### src/design/assert_macros.svh
// Assertion macros shared by the drive enable sequencer RTL.
`ifndef ASSERT_MACROS_SVH
`define ASSERT_MACROS_SVH

// Same-cycle implication, sampled on i_clk, off while in reset.
`define CDES_ASSERT_IMP(lbl, ante, cons, msg) \
    lbl: assert property (@(posedge i_clk) disable iff (!i_rst_n) (ante) |-> (cons)) \
        else $error(msg);

// Next-cycle implication, sampled on i_clk, off while in reset.
`define CDES_ASSERT_NXT(lbl, ante, cons, msg) \
    lbl: assert property (@(posedge i_clk) disable iff (!i_rst_n) (ante) |=> (cons)) \
        else $error(msg);

`endif

### src/design/cdes_pkg.sv
// Types and constants for the CiA402 drive enable sequencer.
package cdes_pkg;

    // Control words
    localparam logic [15:0] CW_OFF       = 16'h0000;
    localparam logic [15:0] CW_FAULT_RST = 16'h0080;
    localparam logic [15:0] CW_SHUTDOWN  = 16'h0006;
    localparam logic [15:0] CW_SWITCH_ON = 16'h0007;
    localparam logic [15:0] CW_ENABLE_OP = 16'h000F;

    // Status word masks and patterns
    localparam logic [15:0] SW_FAULT_BIT   = 16'h0008;
    localparam logic [15:0] SW_DIS_MASK    = 16'h004F;
    localparam logic [15:0] SW_DIS_PAT     = 16'h0040;
    localparam logic [15:0] SW_STATE_MASK  = 16'h006F;
    localparam logic [15:0] SW_READY_PAT   = 16'h0021;
    localparam logic [15:0] SW_SWITCH_PAT  = 16'h0023;
    localparam logic [15:0] SW_ENABLED_PAT = 16'h0027;
    localparam logic [15:0] SW_QSTOP_PAT   = 16'h0007;

    // Drive state codes
    typedef logic [2:0] t_ds;
    localparam t_ds DS_FAULT     = 3'd0;
    localparam t_ds DS_DISABLED  = 3'd1;
    localparam t_ds DS_READY     = 3'd2;
    localparam t_ds DS_SWITCHED  = 3'd3;
    localparam t_ds DS_ENABLED   = 3'd4;
    localparam t_ds DS_QUICKSTOP = 3'd5;
    localparam t_ds DS_OTHER     = 3'd6;

    // Configuration register indexes
    typedef logic [1:0] t_cfg_idx;
    localparam t_cfg_idx CFG_FAULT_LOW = 2'd0;
    localparam t_cfg_idx CFG_EN_WAIT   = 2'd1;
    localparam t_cfg_idx CFG_OP_MODE   = 2'd2;

    localparam logic [7:0]  FAULT_LOW_RST = 8'd10;
    localparam logic [15:0] EN_WAIT_RST   = 16'd100;
    localparam logic [7:0]  OP_MODE_RST   = 8'd9;

    typedef struct packed {
        logic [7:0]        fault_low_cycles;
        logic [15:0]       en_wait_len;
        logic signed [7:0] operation_mode;
    } t_cfg;

endpackage

### src/design/cdes_decode.sv
// Status word to CiA402 drive state decode.
module cdes_decode (
    input  logic [15:0]  i_sw,
    output cdes_pkg::t_ds o_drive_state
);
    import cdes_pkg::*;

    logic [15:0] masked;

    assign masked = i_sw & SW_STATE_MASK;

    // First match wins: fault bit overrides everything
    always_comb begin
        if ((i_sw & SW_FAULT_BIT) != 16'h0000) begin
            o_drive_state = DS_FAULT;
        end else if ((i_sw & SW_DIS_MASK) == SW_DIS_PAT) begin
            o_drive_state = DS_DISABLED;
        end else if (masked == SW_READY_PAT) begin
            o_drive_state = DS_READY;
        end else if (masked == SW_SWITCH_PAT) begin
            o_drive_state = DS_SWITCHED;
        end else if (masked == SW_ENABLED_PAT) begin
            o_drive_state = DS_ENABLED;
        end else if (masked == SW_QSTOP_PAT) begin
            o_drive_state = DS_QUICKSTOP;
        end else begin
            o_drive_state = DS_OTHER;
        end
    end

endmodule

### src/design/cdes_step.sv
// Control word selection, fault reset pacing and enable wait counter.
module cdes_step (
    input  logic                i_clk,
    input  logic                i_rst_n,
    input  logic                i_en,
    input  cdes_pkg::t_cfg      i_cfg,
    input  cdes_pkg::t_ds       i_drive_state,
    input  logic                i_target_valid,
    input  logic signed [31:0]  i_target_velocity,
    output logic [15:0]         o_control_word,
    output logic signed [31:0]  o_velocity_command
);
    import cdes_pkg::*;

    logic [7:0]  r_fault_cnt, n_fault_cnt;
    logic [15:0] r_wait_cnt, n_wait_cnt;

    always_comb begin
        n_fault_cnt        = r_fault_cnt;
        n_wait_cnt         = r_wait_cnt;
        o_control_word     = CW_SHUTDOWN;
        o_velocity_command = 32'sd0;
        case (i_drive_state)
            DS_FAULT: begin
                if (r_fault_cnt < i_cfg.fault_low_cycles) begin
                    o_control_word = CW_OFF;
                    n_fault_cnt    = r_fault_cnt + 8'd1;
                end else begin
                    o_control_word = CW_FAULT_RST;
                    n_fault_cnt    = 8'd0;
                end
            end
            DS_READY: begin
                o_control_word = CW_SWITCH_ON;
            end
            DS_SWITCHED: begin
                o_control_word = CW_ENABLE_OP;
            end
            DS_ENABLED: begin
                o_control_word = CW_ENABLE_OP;
                // wait runs once after reset; never restarted
                if (r_wait_cnt < i_cfg.en_wait_len) begin
                    n_wait_cnt = r_wait_cnt + 16'd1;
                end else if (i_target_valid) begin
                    o_velocity_command = i_target_velocity;
                end
            end
            default: begin
                o_control_word = CW_SHUTDOWN;
            end
        endcase
    end

    always_ff @(posedge i_clk) begin
        if (!i_rst_n) begin
            r_fault_cnt <= 8'd0;
            r_wait_cnt  <= 16'd0;
        end else if (i_en) begin
            r_fault_cnt <= n_fault_cnt;
            r_wait_cnt  <= n_wait_cnt;
        end
    end

endmodule

### src/design/cia402_drive_enable_sequencer.sv
// Top level of the CiA402 drive enable sequencer.
//
//  channel   dir  handshake               payload
//  s_*       in   i_s_tvalid/o_s_tready   tdata status/target, tuser target_valid
//  m_*       out  o_m_tvalid/i_m_tready   tdata control/velocity/mode/state
//  cfg_*     in   i_cfg_valid/o_cfg_ready i_cfg_index, i_cfg_data
//
// A request passes through the input register, then the result register.
// One request per clock sustained while results are taken; the decode and counters sit in one stage.
// Synchronous active-low reset clears valids, counters and config to defaults.
// A stalled result holds the result register; the input register still takes
// one more request, after which o_s_tready drops until the result is taken.
module cia402_drive_enable_sequencer (
    input  logic        i_clk,
    input  logic        i_rst_n,
    input  logic        i_s_tvalid,
    output logic        o_s_tready,
    input  logic [47:0] i_s_tdata,   // [15:0] drive status, [47:16] target_velocity
    input  logic        i_s_tuser,   // [0] target_valid
    output logic        o_m_tvalid,
    input  logic        i_m_tready,
    // [15:0] control_word, [47:16] velocity_command, [55:48] mode_out,
    // [58:56] drive_state, [63:59] zero
    output logic [63:0] o_m_tdata,
    input  logic        i_cfg_valid,
    output logic        o_cfg_ready,
    input  cdes_pkg::t_cfg_idx i_cfg_index,
    input  logic [15:0] i_cfg_data
);
    import cdes_pkg::*;

    `include "assert_macros.svh"

    t_cfg r_cfg;

    logic               r_in_valid;
    logic [15:0]        r_drive_sw;
    logic               r_target_valid;
    logic signed [31:0] r_target_velocity;

    logic               r_out_valid;
    logic [15:0]        r_control_word;
    logic signed [31:0] r_velocity_command;
    logic signed [7:0]  r_mode_out;
    t_ds                r_drive_state;

    logic               move;
    logic               in_take;
    t_ds                drive_state;
    logic [15:0]        control_word;
    logic signed [31:0] velocity_command;

    // config registers
    assign o_cfg_ready = 1'b1;

    always_ff @(posedge i_clk) begin
        if (!i_rst_n) begin
            r_cfg.fault_low_cycles <= FAULT_LOW_RST;
            r_cfg.en_wait_len      <= EN_WAIT_RST;
            r_cfg.operation_mode   <= OP_MODE_RST;
        end else if (i_cfg_valid) begin
            case (i_cfg_index)
                CFG_FAULT_LOW: r_cfg.fault_low_cycles <= i_cfg_data[7:0];
                CFG_EN_WAIT:   r_cfg.en_wait_len      <= i_cfg_data;
                CFG_OP_MODE:   r_cfg.operation_mode   <= i_cfg_data[7:0];
                default:       ;
            endcase
        end
    end

    // request moves into the result register when that is free or draining
    assign move       = r_in_valid && (!r_out_valid || i_m_tready);
    assign o_s_tready = !r_in_valid || move;
    assign in_take    = i_s_tvalid && o_s_tready;

    always_ff @(posedge i_clk) begin
        if (!i_rst_n) begin
            r_in_valid <= 1'b0;
        end else if (in_take) begin
            r_in_valid <= 1'b1;
        end else if (move) begin
            r_in_valid <= 1'b0;
        end
    end

    always_ff @(posedge i_clk) begin
        if (in_take) begin
            r_drive_sw        <= i_s_tdata[15:0];
            r_target_velocity <= i_s_tdata[47:16];
            r_target_valid    <= i_s_tuser;
        end
    end

    cdes_decode u_decode (
        .i_sw          (r_drive_sw),
        .o_drive_state (drive_state)
    );

    cdes_step u_step (
        .i_clk              (i_clk),
        .i_rst_n            (i_rst_n),
        .i_en               (move),
        .i_cfg              (r_cfg),
        .i_drive_state      (drive_state),
        .i_target_valid     (r_target_valid),
        .i_target_velocity  (r_target_velocity),
        .o_control_word     (control_word),
        .o_velocity_command (velocity_command)
    );

    always_ff @(posedge i_clk) begin
        if (!i_rst_n) begin
            r_out_valid <= 1'b0;
        end else if (move) begin
            r_out_valid <= 1'b1;
        end else if (i_m_tready) begin
            r_out_valid <= 1'b0;
        end
    end

    always_ff @(posedge i_clk) begin
        if (move) begin
            r_control_word     <= control_word;
            r_velocity_command <= velocity_command;
            r_mode_out         <= r_cfg.operation_mode;
            r_drive_state      <= drive_state;
        end
    end

    assign o_m_tvalid = r_out_valid;
    assign o_m_tdata  = {5'd0, r_drive_state, r_mode_out, r_velocity_command, r_control_word};

    `CDES_ASSERT_IMP(a_rst_pulse_in_fault, o_m_tvalid && (r_control_word == CW_FAULT_RST), r_drive_state == DS_FAULT, "fault reset word outside fault")
    `CDES_ASSERT_IMP(a_vel_only_enabled, o_m_tvalid && (r_velocity_command != 32'sd0), (r_drive_state == DS_ENABLED) && (r_control_word == CW_ENABLE_OP), "velocity passed while not enabled")
    `CDES_ASSERT_NXT(a_in_not_lost, r_in_valid && !move, r_in_valid && $stable(r_drive_sw), "held request dropped")
    `CDES_ASSERT_NXT(a_result_not_lost, r_out_valid && !i_m_tready, r_out_valid && $stable(r_control_word), "stalled result overwritten")

endmodule
### config.mk
export PLATFORM = sky130hd
export DESIGN_NAME = cia402_drive_enable_sequencer
export DESIGN_NICKNAME = d
export VERILOG_FILES = /design/src/design/cdes_pkg.sv /design/src/design/cdes_decode.sv /design/src/design/cdes_step.sv /design/src/design/cia402_drive_enable_sequencer.sv
export VERILOG_INCLUDE_DIRS = /design/src /design/src/design
export SDC_FILE = /design/constraint.sdc
export NUM_CORES = 1
export LEC_CHECK = 0
export ABC_AREA = 1
export BUFFER_PORTS_ARGS = -buffer_cell sky130_fd_sc_hd__buf_4
export CELL_PAD_IN_SITES_DETAIL_PLACEMENT = 1
export CELL_PAD_IN_SITES_GLOBAL_PLACEMENT = 2
export CORE_MARGIN = 2
export CORE_UTILIZATION = 33
export DETAILED_ROUTE_END_ITERATION = 7
export GPL_TIMING_DRIVEN = 0
export PLACE_DENSITY_LB_ADDON = 0.1
export REMOVE_ABC_BUFFERS = 1
export SLEW_MARGIN = 20
export SYNTH_ARGS = -nofsm -noshare
export SYNTH_HDL_FRONTEND = slang
export SYNTH_SLANG_ARGS = --single-unit
### constraint.sdc
create_clock -name i_clk -period 2.7 [get_ports i_clk]
set_input_delay 0.54 -clock i_clk [delete_from_list [all_inputs] [get_ports i_clk]]
set_output_delay 0.54 -clock i_clk [all_outputs]
set_load 0.05 [all_outputs]
==> results.cfg <==
[run_status]
outcome = completed

[final_layout]
layout-drive-gt1-share_pct = 23.4
syn_to_final_growth_pct = 25.5
fin_util_pct = 42.1
final_cell_mix = buf_4, inv_1, nand2_1
insertedDiodeCount = 0
final_nets = 838
nFillCells = 2119
layout_commonest_cell = buf_4
final_cells = 989

[job]
maxCapViolCount = 0

[worst_setup_path]
crit_fanout = 32
critPathRequiredTime_ns = 2.84
worstSetupEndpointType = register
worstReg2RegEnd = r_velocity_command[4]$_SDFFCE_PP0P_
ff2ff_path_depth = 11
arrival_ns = 2.44
reg2reg_slack_ns = 0.40
reg2reg_from = u_step.r_wait_cnt[10]$_SDFFE_PN0P_
path_class = register to register
critical_path.startpoint_type = register

[hold_path]
holdCritPathClass = input port to register
min_from = i_s_tdata[18]
hold_end = r_target_velocity[2]$_DFFE_PP_
holdPathStages = 1

[yosys]
ys_warn_count = 0
synth_top_area_share_pct = 41.2
synth-seq-cells = 144
netlist_area_sq_um = 6260
syn_avg_cell_area_sq_um = 9.97
netlist_top_cells_area = edfxtp_1, dfxtp_1, inv_1, nand2_1, nor2_1
yosysTopAreaCell = edfxtp_1
synth_cell_types = 38
postSynthCellCount = 628
synth-seq-area-share_pct = 59.8

[timing]
rsz0062_at_grt = false
hold_viol = 0
setup_viol = 0
drv_slew = 0
fin_crit_sh_pct = 85.0
skew_ns = 0.0130
min_period_ns = 2.30
slew_headroom_pct = 48.9
max_freq_ghz = 0.436
worst_pin_slew_ns = 0.765

[clock_network]
post_cts.repair.setup_buffers = 0
numClockSinks = 144
cts.clk_slew.worst_paths_ns = 0.07
clock_tree.htree_level_count = 4
cts_tree = built
numCtsBuffers = 17
clkLatencyLatePin_ns = 0.42
ctsResizeCount = 0
root_buffer = clkbuf_16
clockBufferDepth = 2
cts_hold_buf = 0

[global_routing]
grt_pass1_vias = 4632
grt_pass1_wl_microns = 23800
grt_max_degree = 47
antenna_found_initial = 0
grt-ovfl-total = 0
grt_usage_pct = 15.3

[placed_design]
gp_congestion = 0.702
dpl.cell_count = 957
io_buffers = 111
hpwl_microns = 10800

[power_and_ir_drop]
pwr-share-clk_pct = 44.7
p_comb_share_pct = 8.8
vdd_drop_max_v = 0.000458
p_switching_mw = 1.39
pwr-share-seq_pct = 46.5
intPower_mw = 3.88
sw_frac_of_total_pct = 26.4
total_power_mw = 5.27
powerDensity_nw_per_um2 = 671
p_leak_nw = 3.39

[route]
routedWlPerCell_microns = 15.0
ant_nets = 0
drt_iter0_markers = 144
first_pass_iters = 4
vias_per_cell = 4.58
routed_wl_microns = 14900
vias = 4530
drc = 0

[floorplanning]
die_w_microns = 142
dieArea_sq_um = 20100
core-area_sq_um = 18600
die_h_microns = 142
row_count = 50
start_util_pct = 33.6
ios = 139
[through the flow]
step,hold WS [ns],TNS (ns),setup WS [ns],cell area [sq um]
finish,0.291,0,0.404,7860
global route,0.272,0,0.152,7860
CTS,0.273,0,0.323,7860
detailed placement,0.420,0,0.345,7260
global placement,0.417,-30.44,-1.06,7210
floorplan,0.409,0,0.0541,6090
[cell usage after synthesis (all sizes together)]
library cell  count
nand3            19
dfxtp            58
or2               1
a21oi            39
o311ai            1
nand4            19
clkinv            1
nor3             10
nand2            92
a211oi            3
a31oi             4
buf              27
ha               24
clkbuf            6
xor2              1
edfxtp           86
nor3b             2
nand3b            1
nor2             88
conb              2
o21ai            31
inv             107
o211ai            6
[routing by layer]
| metal | track usage, % | wire length, microns | vias to the layer above |
|---|---|---|---|
| li1 | - | - | 2263 |
| met4 | 4.74 | 139 | 0 |
| met3 | 3.64 | 801 | 12 |
| met2 | 26.1 | 7130 | 108 |
| met5 | 0 | 0 | - |
| met1 | 19.3 | 6790 | 2147 |
[how the worst max path moves through the flow]
stage	depth (start not counted)	to	from	slack, ns
floorplan	7	u_step.r_wait_cnt[12]$_SDFFE_PN0P_	i_m_tready	0.05
global placement	8	u_step.r_wait_cnt[12]$_SDFFE_PN0P_	i_m_tready	-1.06
detailed placement	11	r_velocity_command[29]$_SDFFCE_PP0P_	u_step.r_wait_cnt[10]$_SDFFE_PN0P_	0.35
CTS	11	r_velocity_command[4]$_SDFFCE_PP0P_	u_step.r_wait_cnt[10]$_SDFFE_PN0P_	0.32
global route	11	r_velocity_command[20]$_SDFFCE_PP0P_	u_step.r_wait_cnt[10]$_SDFFE_PN0P_	0.15
finish	11	r_velocity_command[4]$_SDFFCE_PP0P_	u_step.r_wait_cnt[10]$_SDFFE_PN0P_	0.40
[power groups by stage]
stage	logic [mW]	clock network [mW]	registers [mW]
after floorplan	0.176	0	2.60
after global placement	0.450	0	2.50
after detailed placement	0.470	0	2.50
after CTS	0.472	2.43	2.45
after global routing	0.504	2.52	2.46
final	0.465	2.36	2.45
[kinds of logic (layout without fill, tap and decap cells)]
logic type      Yosys count  after routing  share of synthesized area [%]
other cells               2             17                          0.120
fa+ha+maj                24             24                           4.80
xor+xnor                  1              1                          0.140
flops                   144            144                           59.8
simple gates            232            232                           17.5
compound gates           84             84                           7.51
buf+inv                 141            253                           10.1
[flip-flops by register name (all words and copies together), names as in the netlist]
register            cells
r_control_word          4
r_velocity_command     32
o_m_tvalid              1
r_target_velocity      32
r_cfg                  32
r_drive_sw              6
u_step.r_wait_cnt      16
r_target_valid          1
r_in_valid              1
r_mode_out              8
u_step.r_fault_cnt      8
r_drive_state           3
[critical path, cell delays in order (launching register included)]
cell and delay, ns:
dfxtp_1 0.51, ha_1 0.30, nand2_1 0.07, inv_1 0.05, o21ai_2 0.06, nand2_2 0.09, nand2_1 0.06, nand3_1 0.07
a21oi_2 0.15, nor2_2 0.06, nand2_2 0.48, nor2_1 0.10
[cell type report]
cell class / instances / area (sq um) / share of cell area, %
clock buffer: 17 / 425 / 5.41
clock inverter: 15 / 168 / 2.13
inverter: 108 / 408 / 5.19
multi-input combinational: 358 / 1940 / 24.7
sequential: 144 / 3740 / 47.6
tap: 234 / 293 / 3.73
timing repair buffer: 113 / 881 / 11.2
(Power assumes the default switching activity.)
